[src/rtl/ioa_pkg.sv]
// ---------------------------------------------------------------------------
// ioa_pkg : shared types and constants
// widths, scaling constants and the command format passed from the front
// end to the arithmetic back end of the oversampling averager
// ---------------------------------------------------------------------------
package ioa_pkg;

    localparam int CHANNELS = 6;
    localparam int ROUNDS   = 1000;

    localparam int CH_W     = (CHANNELS > 1) ? $clog2(CHANNELS) : 1;
    localparam int CHF_W    = 3;
    localparam int CMP_W    = (CH_W > CHF_W) ? CH_W : CHF_W;
    localparam int SAMPLE_W = 12;
    localparam int VAL_W    = 12;
    localparam int SUM_W    = 22;
    localparam int RND_W    = 10;
    localparam int ROUNDS_W = 11;

    localparam int SCALE_MUL   = 13206;
    localparam int SCALE_SHIFT = 14;
    localparam int MV_FULL     = 3300;
    localparam int SPAN_SHIFT  = 12;

    localparam int         RECIP_SHIFT = 32;
    localparam int         RECIP_W     = 33;
    localparam logic [RECIP_W-1:0] RECIP =
        RECIP_W'((64'd1 << RECIP_SHIFT) / ROUNDS);

    localparam int QUEUE_DEPTH = 4;
    localparam int QA_W        = 2;

    localparam logic KIND_TRACE = 1'b0;
    localparam logic KIND_AVG   = 1'b1;

    typedef struct packed {
        logic             kind;
        logic [CHF_W-1:0] ch;
        logic [SUM_W-1:0] data;
        logic             last;
    } t_cmd;

    typedef struct packed {
        logic             kind;
        logic [CHF_W-1:0] ch;
        logic [VAL_W-1:0] value;
        logic             last;
    } t_res;

    typedef enum logic {
        FS_RUN,
        FS_DRAIN
    } t_front_state;

endpackage

[src/rtl/interleaved_adc_oversample_average.sv]
// ---------------------------------------------------------------------------
// interleaved_adc_oversample_average : six-channel oversampling averager
// accumulates interleaved converter samples and reports averages in mV
// ---------------------------------------------------------------------------
// usage:
// samples enter on the s_axis channel in round-robin channel order, channel
// 0 first, one item per cycle while tready is high. each sample of the
// traced channel (config register, reset value 4) comes out on m_axis as
// tuser = 0, scaled by 0.806. after the last sample of ROUNDS full rounds
// the block emits one average item per channel in channel order (tuser = 1),
// the last with tlast set, and clears the sums; that closing sample gives no
// traced item. a traced item passes the command queue and the 4-stage
// multiply pipeline into the output register; the averages follow the
// closing sample one per cycle while the receiver takes them.
// throughput: one sample per cycle while the queue has room; at frame end
// intake pauses while the front end sweeps the sums into the command queue.
// a stalled receiver freezes the pipeline; the 4-entry queue then fills and
// tready drops. reset restarts the frame at channel 0 with zero sums.
// ---------------------------------------------------------------------------
module interleaved_adc_oversample_average (
    input  logic        i_clk,
    input  logic        i_rst_n,
    input  logic        i_s_axis_tvalid,
    output logic        o_s_axis_tready,
    input  logic [15:0] i_s_axis_tdata,   // [11:0] sample, [15:12] zero
    output logic        o_m_axis_tvalid,
    input  logic        i_m_axis_tready,
    output logic [15:0] o_m_axis_tdata,   // [2:0] channel, [14:3] value, [15] zero
    output logic        o_m_axis_tuser,   // [0] kind
    output logic        o_m_axis_tlast,
    input  logic        i_cfg_wr_en,
    input  logic [2:0]  i_cfg_wr_data
);

    logic          push;
    logic          pop;
    logic          q_full;
    logic          q_empty;
    ioa_pkg::t_cmd cmd;
    ioa_pkg::t_cmd head;
    ioa_pkg::t_res res;

    ioa_front u_front (
        .i_clk         (i_clk),
        .i_rst_n       (i_rst_n),
        .i_valid       (i_s_axis_tvalid),
        .o_ready       (o_s_axis_tready),
        .i_sample      (i_s_axis_tdata[ioa_pkg::SAMPLE_W-1:0]),
        .i_cfg_wr_en   (i_cfg_wr_en),
        .i_cfg_wr_data (i_cfg_wr_data),
        .i_q_full      (q_full),
        .o_push        (push),
        .o_cmd         (cmd)
    );

    ioa_queue u_queue (
        .i_clk   (i_clk),
        .i_rst_n (i_rst_n),
        .i_push  (push),
        .i_cmd   (cmd),
        .o_full  (q_full),
        .i_pop   (pop),
        .o_empty (q_empty),
        .o_head  (head)
    );

    ioa_back u_back (
        .i_clk     (i_clk),
        .i_rst_n   (i_rst_n),
        .i_q_empty (q_empty),
        .i_head    (head),
        .o_pop     (pop),
        .o_valid   (o_m_axis_tvalid),
        .i_ready   (i_m_axis_tready),
        .o_res     (res)
    );

    assign o_m_axis_tdata = {1'b0, res.value, res.ch};
    assign o_m_axis_tuser = res.kind;
    assign o_m_axis_tlast = res.last;

endmodule

[src/rtl/ioa_front.sv]
// ---------------------------------------------------------------------------
// ioa_front : sample intake and accumulation
// tracks channel and round, accumulates per-channel sums, issues trace
// commands and sweeps the sums out as average commands at frame end
// ---------------------------------------------------------------------------
module ioa_front (
    input  logic                            i_clk,
    input  logic                            i_rst_n,
    input  logic                            i_valid,
    output logic                            o_ready,
    input  logic [ioa_pkg::SAMPLE_W-1:0]    i_sample,
    input  logic                            i_cfg_wr_en,
    input  logic [ioa_pkg::CHF_W-1:0]       i_cfg_wr_data,
    input  logic                            i_q_full,
    output logic                            o_push,
    output ioa_pkg::t_cmd                   o_cmd
);

    logic [ioa_pkg::CH_W-1:0]   r_ch;
    logic [ioa_pkg::RND_W-1:0]  r_round;
    logic [ioa_pkg::SUM_W-1:0]  r_sum [ioa_pkg::CHANNELS];
    logic [ioa_pkg::CHF_W-1:0]  r_trace;
    logic [ioa_pkg::CH_W-1:0]   r_drain;
    ioa_pkg::t_front_state      r_state;
    ioa_pkg::t_front_state      n_state;

    logic accept;
    logic last_ch;
    logic close;
    logic match;
    logic drain_last;

    assign last_ch    = (r_ch == ioa_pkg::CH_W'(ioa_pkg::CHANNELS - 1));
    assign close      = last_ch && (r_round == ioa_pkg::RND_W'(ioa_pkg::ROUNDS - 1));
    assign match      = (ioa_pkg::CMP_W'(r_ch) == ioa_pkg::CMP_W'(r_trace));
    assign drain_last = (r_drain == ioa_pkg::CH_W'(ioa_pkg::CHANNELS - 1));
    assign accept     = i_valid && o_ready;

    // next state
    always_comb begin
        n_state = r_state;
        unique case (r_state)
            ioa_pkg::FS_RUN: begin
                if (accept && close) begin
                    n_state = ioa_pkg::FS_DRAIN;
                end
            end
            ioa_pkg::FS_DRAIN: begin
                if (!i_q_full && drain_last) begin
                    n_state = ioa_pkg::FS_RUN;
                end
            end
            default: n_state = ioa_pkg::FS_RUN;
        endcase
    end

    // outputs
    always_comb begin
        o_ready   = 1'b0;
        o_push    = 1'b0;
        o_cmd     = '0;
        unique case (r_state)
            ioa_pkg::FS_RUN: begin
                o_ready   = !i_q_full;
                o_push    = accept && match && !close;
                o_cmd.kind = ioa_pkg::KIND_TRACE;
                o_cmd.ch   = ioa_pkg::CHF_W'(r_ch);
                o_cmd.data = ioa_pkg::SUM_W'(i_sample);
                o_cmd.last = 1'b0;
            end
            ioa_pkg::FS_DRAIN: begin
                o_push     = !i_q_full;
                o_cmd.kind = ioa_pkg::KIND_AVG;
                o_cmd.ch   = ioa_pkg::CHF_W'(r_drain);
                o_cmd.data = r_sum[0];
                o_cmd.last = drain_last;
            end
            default: begin
                o_ready = 1'b0;
            end
        endcase
    end

    always_ff @(posedge i_clk) begin
        if (!i_rst_n) begin
            r_state <= ioa_pkg::FS_RUN;
            r_ch    <= '0;
            r_round <= '0;
            r_trace <= ioa_pkg::CHF_W'(4);
            r_drain <= '0;
            for (int i = 0; i < ioa_pkg::CHANNELS; i++) begin
                r_sum[i] <= '0;
            end
        end else begin
            r_state <= n_state;
            if (i_cfg_wr_en) begin
                r_trace <= i_cfg_wr_data;
            end
            if (accept) begin
                r_sum[r_ch] <= r_sum[r_ch] + ioa_pkg::SUM_W'(i_sample);
                if (last_ch) begin
                    r_ch    <= '0;
                    r_round <= close ? '0 : r_round + 1'b1;
                end else begin
                    r_ch <= r_ch + 1'b1;
                end
            end
            // sweep: emit slot 0, shift the rest down, zeros fill in
            if (r_state == ioa_pkg::FS_DRAIN && !i_q_full) begin
                for (int i = 0; i < ioa_pkg::CHANNELS - 1; i++) begin
                    r_sum[i] <= r_sum[i+1];
                end
                r_sum[ioa_pkg::CHANNELS-1] <= '0;
                r_drain <= drain_last ? '0 : r_drain + 1'b1;
            end
        end
    end

endmodule

[src/rtl/ioa_queue.sv]
// ---------------------------------------------------------------------------
// ioa_queue : command queue
// short fifo between front end and back end so each side stalls alone
// ---------------------------------------------------------------------------
module ioa_queue (
    input  logic          i_clk,
    input  logic          i_rst_n,
    input  logic          i_push,
    input  ioa_pkg::t_cmd i_cmd,
    output logic          o_full,
    input  logic          i_pop,
    output logic          o_empty,
    output ioa_pkg::t_cmd o_head
);

    ioa_pkg::t_cmd            r_mem [ioa_pkg::QUEUE_DEPTH];
    logic [ioa_pkg::QA_W-1:0] r_wr;
    logic [ioa_pkg::QA_W-1:0] r_rd;
    logic [ioa_pkg::QA_W:0]   r_cnt;

    logic do_push;
    logic do_pop;

    assign o_full  = (r_cnt == (ioa_pkg::QA_W+1)'(ioa_pkg::QUEUE_DEPTH));
    assign o_empty = (r_cnt == '0);
    assign o_head  = r_mem[r_rd];
    assign do_push = i_push && !o_full;
    assign do_pop  = i_pop && !o_empty;

    always_ff @(posedge i_clk) begin
        if (do_push) begin
            r_mem[r_wr] <= i_cmd;
        end
    end

    always_ff @(posedge i_clk) begin
        if (!i_rst_n) begin
            r_wr  <= '0;
            r_rd  <= '0;
            r_cnt <= '0;
        end else begin
            if (do_push) begin
                r_wr <= r_wr + 1'b1;
            end
            if (do_pop) begin
                r_rd <= r_rd + 1'b1;
            end
            unique case ({do_push, do_pop})
                2'b10:   r_cnt <= r_cnt + 1'b1;
                2'b01:   r_cnt <= r_cnt - 1'b1;
                default: r_cnt <= r_cnt;
            endcase
        end
    end

endmodule

[src/rtl/ioa_back.sv]
// ---------------------------------------------------------------------------
// ioa_back : scaling and averaging pipeline
// four stages: reciprocal multiply, quotient check product, quotient fix,
// millivolt scale into the output register
// ---------------------------------------------------------------------------
module ioa_back (
    input  logic          i_clk,
    input  logic          i_rst_n,
    input  logic          i_q_empty,
    input  ioa_pkg::t_cmd i_head,
    output logic          o_pop,
    output logic          o_valid,
    input  logic          i_ready,
    output ioa_pkg::t_res o_res
);

    localparam int QP_W = ioa_pkg::SUM_W + ioa_pkg::RECIP_W;
    localparam int SP_W = ioa_pkg::SAMPLE_W + ioa_pkg::SCALE_SHIFT;
    localparam int RP_W = ioa_pkg::SUM_W + ioa_pkg::ROUNDS_W;
    localparam int MP_W = ioa_pkg::VAL_W + ioa_pkg::SPAN_SHIFT;

    logic adv;

    logic                        r_s2_v, r_s2_kind, r_s2_last;
    logic [ioa_pkg::CHF_W-1:0]   r_s2_ch;
    logic [ioa_pkg::SUM_W-1:0]   r_s2_data, r_s2_q0;
    logic [ioa_pkg::VAL_W-1:0]   r_s2_scaled;

    logic                        r_s3_v, r_s3_kind, r_s3_last;
    logic [ioa_pkg::CHF_W-1:0]   r_s3_ch;
    logic [ioa_pkg::SUM_W-1:0]   r_s3_data, r_s3_q0, r_s3_prod;
    logic [ioa_pkg::VAL_W-1:0]   r_s3_scaled;

    logic                        r_s4_v, r_s4_kind, r_s4_last;
    logic [ioa_pkg::CHF_W-1:0]   r_s4_ch;
    logic [ioa_pkg::VAL_W-1:0]   r_s4_val;

    logic                        r_ov;
    ioa_pkg::t_res               r_res;

    logic [QP_W-1:0]             qprod;
    logic [SP_W-1:0]             sprod;
    logic [RP_W-1:0]             rprod;
    logic [ioa_pkg::SUM_W-1:0]   rem;
    logic [ioa_pkg::SUM_W-1:0]   q_fix;
    logic [MP_W-1:0]             mprod;

    assign adv     = !r_ov || i_ready;
    assign o_pop   = adv && !i_q_empty;
    assign o_valid = r_ov;
    assign o_res   = r_res;

    assign qprod = QP_W'(i_head.data) * QP_W'(ioa_pkg::RECIP);
    assign sprod = SP_W'(i_head.data[ioa_pkg::SAMPLE_W-1:0]) * SP_W'(ioa_pkg::SCALE_MUL);
    assign rprod = RP_W'(r_s2_q0) * RP_W'(ioa_pkg::ROUNDS);
    assign rem   = r_s3_data - r_s3_prod;
    assign q_fix = (rem >= ioa_pkg::SUM_W'(ioa_pkg::ROUNDS)) ? r_s3_q0 + 1'b1 : r_s3_q0;
    assign mprod = MP_W'(r_s4_val) * MP_W'(ioa_pkg::MV_FULL);

    always_ff @(posedge i_clk) begin
        if (adv) begin
            r_s2_kind   <= i_head.kind;
            r_s2_ch     <= i_head.ch;
            r_s2_last   <= i_head.last;
            r_s2_data   <= i_head.data;
            r_s2_q0     <= qprod[ioa_pkg::RECIP_SHIFT +: ioa_pkg::SUM_W];
            r_s2_scaled <= sprod[ioa_pkg::SCALE_SHIFT +: ioa_pkg::VAL_W];

            r_s3_kind   <= r_s2_kind;
            r_s3_ch     <= r_s2_ch;
            r_s3_last   <= r_s2_last;
            r_s3_data   <= r_s2_data;
            r_s3_q0     <= r_s2_q0;
            r_s3_prod   <= rprod[ioa_pkg::SUM_W-1:0];
            r_s3_scaled <= r_s2_scaled;

            r_s4_kind   <= r_s3_kind;
            r_s4_ch     <= r_s3_ch;
            r_s4_last   <= r_s3_last;
            r_s4_val    <= (r_s3_kind == ioa_pkg::KIND_AVG) ? q_fix[ioa_pkg::VAL_W-1:0]
                                                            : r_s3_scaled;

            r_res.kind  <= r_s4_kind;
            r_res.ch    <= r_s4_ch;
            r_res.last  <= r_s4_last;
            r_res.value <= (r_s4_kind == ioa_pkg::KIND_AVG)
                           ? mprod[ioa_pkg::SPAN_SHIFT +: ioa_pkg::VAL_W] : r_s4_val;
        end
    end

    always_ff @(posedge i_clk) begin
        if (!i_rst_n) begin
            r_s2_v <= 1'b0;
            r_s3_v <= 1'b0;
            r_s4_v <= 1'b0;
            r_ov   <= 1'b0;
        end else if (adv) begin
            r_s2_v <= !i_q_empty;
            r_s3_v <= r_s2_v;
            r_s4_v <= r_s3_v;
            r_ov   <= r_s4_v;
        end
    end

endmodule

[config.mk]
export PLATFORM = sky130hd
export DESIGN_NAME = interleaved_adc_oversample_average
export DESIGN_NICKNAME = d
export VERILOG_FILES = /design/src/rtl/ioa_pkg.sv /design/src/rtl/interleaved_adc_oversample_average.sv /design/src/rtl/ioa_front.sv /design/src/rtl/ioa_queue.sv /design/src/rtl/ioa_back.sv
export SDC_FILE = /design/constraint.sdc
export NUM_CORES = 1
export LEC_CHECK = 0
export BUFFER_PORTS_ARGS = -buffer_cell sky130_fd_sc_hd__buf_2
export CELL_PAD_IN_SITES_DETAIL_PLACEMENT = 2
export CELL_PAD_IN_SITES_GLOBAL_PLACEMENT = 2
export CORE_MARGIN = 1
export CORE_UTILIZATION = 46
export DETAILED_ROUTE_END_ITERATION = 6
export GPL_ROUTABILITY_DRIVEN = 0
export PLACE_DENSITY = 0.85
export SYNTH_ARGS = -nofsm -noshare
export SYNTH_HDL_FRONTEND = slang
export SYNTH_HIERARCHICAL = 1
export SYNTH_SLANG_ARGS = --single-unit
[constraint.sdc]
create_clock -name i_clk -period 10 [get_ports i_clk]
set_input_delay 0.5 -clock i_clk [delete_from_list [all_inputs] [get_ports i_clk]]
set_output_delay 0.5 -clock i_clk [all_outputs]
set_load 0.02 [all_outputs]
==> results.py <==
metrics = {
    "run_status": {
        "status": "finished with violations",
        "violations": "DRC",
    },
    "die": {
        "std_cell_rows": 100,
        "core-area_sq_mm": 0.0743,
        "initial_core_util_pct": 46.4,
        "die-width_um": 276,
        "die_area_sq_mm": 0.0761,
        "die_h_um": 276,
        "pin_count": 44,
    },
    "clock_tree": {
        "cts_buffers": 52,
        "root_buffer": "clkbuf_16",
        "postCtsSetupBuffers": 0,
        "h-tree-depth": 2,
        "clk_latency_ns": 0.68,
        "cts_buffer_depth": 3,
        "tritoncts": "yes",
        "cts.reportedPaths.clkPinSlew_ns": 0.07,
        "clkSinkCount": 468,
    },
    "sta": {
        "fmax_ghz": 0.106,
        "finalClockSkew_ns": 0.0758,
        "finalWorstSetupSlack_ns": 0.573,
        "finalSetupViolations": 0,
        "rsz0062_at_grt": "no",
        "maxSlewViolCount": 0,
        "min_period_ns": 9.43,
        "slew_headroom_pct": 9.90,
        "tns_ns": 0,
        "finalCritPeriodShare_pct": 94.3,
        "tightest_slew_ns": 1.35,
        "hold_viol": 0,
    },
    "route": {
        "ant_nets": 0,
        "top_layer_used": "met4",
        "drtIter0Drc": 1843,
        "vias_per_cell": 6.31,
        "wl_met2_mm": 66.5,
        "dr_wl_met3_mm": 6.90,
        "routed_wl_mm": 126,
        "post-route-drc-count": 1,
        "drt_first_pass_iters": 7,
        "drt-met1-wl_mm": 45.4,
        "vias": 23820,
        "routedWlPerCell_um": 33.3,
    },
    "synthesis": {
        "synthTopCellsByArea": "edfxtp_1, ha_1, fa_1",
        "synth_cell_type_count": 94,
        "ys_async_sr_fraction_pct": 0,
        "ys.flop_type": "edfxtp_1",
        "synth.top_cells.by_count": "inv_1, ha_1, edfxtp_1, fa_1, nor2_1",
        "ys_seq_area_share_pct": 39.7,
        "ys_warn_count": 6,
        "synth_top_area_cell": "edfxtp_1",
        "syn_nets": 3429,
        "synth_top_cell_area_share_pct": 37.6,
        "avgSynthCellArea_sq_um": 12.8,
        "synth_most_common_cell": "inv_1",
        "synth-edff-count": 432,
        "syn_inst": 2701,
        "ys_ff_latch": 468,
        "syn_area_sq_mm": 0.0345,
    },
    "grt": {
        "antenna_found_initial": 3,
        "grt_pass1_wl_mm": 186,
        "grt_overflow": 0,
        "grt_start_max_net_pins": 111,
        "grt_pass1_vias": 27585,
        "track_usage_pct": 33.5,
    },
    "place": {
        "port_buffers": 38,
        "hpwlAfterDp_mm": 81.8,
        "place_ws_ns": 0.839,
    },
    "worst_setup_path": {
        "cp-end-kind": "flop",
        "crit_type": "reg -> reg",
        "crit_fanout": 22,
        "crit_required_ns": 10.45,
        "crit_arrival_ns": 9.88,
        "critPathLaunchType": "flop",
    },
    "worst_hold_path": {
        "hp-class": "in -> reg",
    },
    "cells_and_area": {
        "drive_gt1_share_pct": 10.3,
        "syn2layout_area_growth_pct": 9.21,
        "fin_nets": 3489,
        "num-fill-cells": 7005,
    },
    "flow_run": {
        "cap_violations": 0,
    },
}
-- layout make-up --
class	count	area (sq um)	share of cell area (%)
Clock buffer	64	1390	3.68
Multi-Input combinational cell	1715	18800	50.0
Timing Repair Buffer	62	370	0.983
Tap cell	969	1210	3.22
Inverter	462	1740	4.62
Sequential cell	468	13700	36.4
Antenna cell	1	2.50	0.00664
Clock inverter	33	442	1.17
-- state kept, by name (all words and copies together) (netlist names), 10 cells and up, named ones only --
name	cells
u_front/r_sum	176
u_back/r_s3_scaled	12
u_back/o_res	17
u_back/r_s2_scaled	12
u_front/r_round	10
u_back/r_s4_val	12
u_back/r_s3_q0	10
u_queue/r_mem	108
u_back/r_s2_data	19
u_back/r_s3_data	19
u_back/r_s2_q0	13
u_back/r_s3_prod	19
-- layer usage --
metal | global-route usage, % | up-vias
li1 | - | 9692
met1 | 37.2 | 12600
met2 | 61.4 | 1072
met3 | 5.85 | 456
met4 | 16.4 | 0
met5 | 0 | -
-- worst max-delay path, cell delays in order (launching register included) --
cell       delay, ns
dfxtp_4         0.65
mux4_2          0.87
ha_1            0.76
ha_1            0.27
inv_1           0.10
fa_1            0.46
inv_1           0.14
fa_1            0.41
inv_1           0.10
fa_1            0.50
fa_1            0.57
inv_1           0.05
ha_1            0.32
ha_1            0.41
a2111oi_0       0.83
o21ai_0         0.23
a31oi_1         0.34
o211ai_1        0.20
a21oi_2         0.45
o21ai_0         0.35
o41ai_2         0.69
o211ai_1        0.21
xor2_1          0.30
-- metrics by stage --
| step | std cells | instance area, sq um | hold WS, ns | utilization (%) |
|---|---|---|---|---|
| global route | 3773 | 37700 | 0.120 | 50.7 |
| floorplan | 2701 | 34500 | 0.400 | - |
| finish | 3774 | 37700 | 0.0950 | 50.7 |
| global placement | 3676 | 35800 | 0.401 | 48.2 |
| detailed placement | 3676 | 35800 | 0.411 | 48.2 |
| CTS | 3773 | 37700 | 0.0902 | 50.7 |
-- cell families after synthesis --
logic type / count (synthesis) / share of synthesized area, %
simple gates: 407 / 5.88
other cells: 1 / 0.0109
buf+inv: 518 / 5.92
flops: 468 / 39.7
compound gates: 382 / 8.19
mux: 128 / 6.63
fa+ha+maj: 704 / 31.1
xor+xnor: 93 / 2.54
-- repair_timing --
action,CTS,global route
endpoints found under the setup margin,0,6
hold buffers,0,0
resized for setup,0,2
endpoints found under the hold margin,0,0
-- final timing paths --
check / from / to / slack [ns] / cells past startpoint
setup / recovery: flop / u_back/r_s2_q0[9]$_DFFE_PN_ / 0.57 / 22
hold / removal: i_cfg_wr_data[1] / u_front/r_trace[1]$_SDFFE_PN0P_ / 0.1 / 3
setup reg to reg: flop / u_back/r_s2_q0[9]$_DFFE_PN_ / 0.57 / 22
hold reg to reg: u_back/r_s2_data[11]$_DFFE_PN_ / u_back/r_s3_data[11]$_DFFE_PN_ / 0.42 / 0
-- layout by cell type (no fill, tap or decap), types with 6 or more instances in the layout --
master | netlist | layout
a22o_1 | 91 | 91
a21oi_1 | 74 | 73
buf_2 | 12 | 38
mux4_2 | 56 | 56
and3_1 | 11 | 11
nand3_1 | 37 | 37
xnor2_1 | 52 | 52
mux2i_1 | 21 | 21
nand2b_1 | 12 | 12
o21ai_0 | 58 | 57
clkbuf_16 | 0 | 52
nand4_1 | 12 | 12
mux4_1 | 15 | 15
ha_1 | 446 | 446
fa_1 | 258 | 258
and2_1 | 42 | 42
nor2b_1 | 16 | 16
inv_1 | 460 | 459
o31ai_1 | 18 | 18
o21a_1 | 13 | 13
o21bai_1 | 9 | 9
o211ai_1 | 11 | 11
clkinv_2 | 0 | 9
edfxtp_1 | 432 | 432
mux2_2 | 34 | 34
bufinv_16 | 0 | 8
xor2_1 | 33 | 33
nand2_1 | 99 | 99
a21o_1 | 29 | 29
or2_2 | 6 | 6
clkinv_1 | 0 | 7
clkbuf_1 | 31 | 8
nor2_1 | 109 | 104
nor3_1 | 27 | 27
dfxtp_1 | 36 | 33
buf_4 | 5 | 24
Power is not shown: default switching activity piles up to over one toggle a cycle in this logic, so the estimate is an artifact.
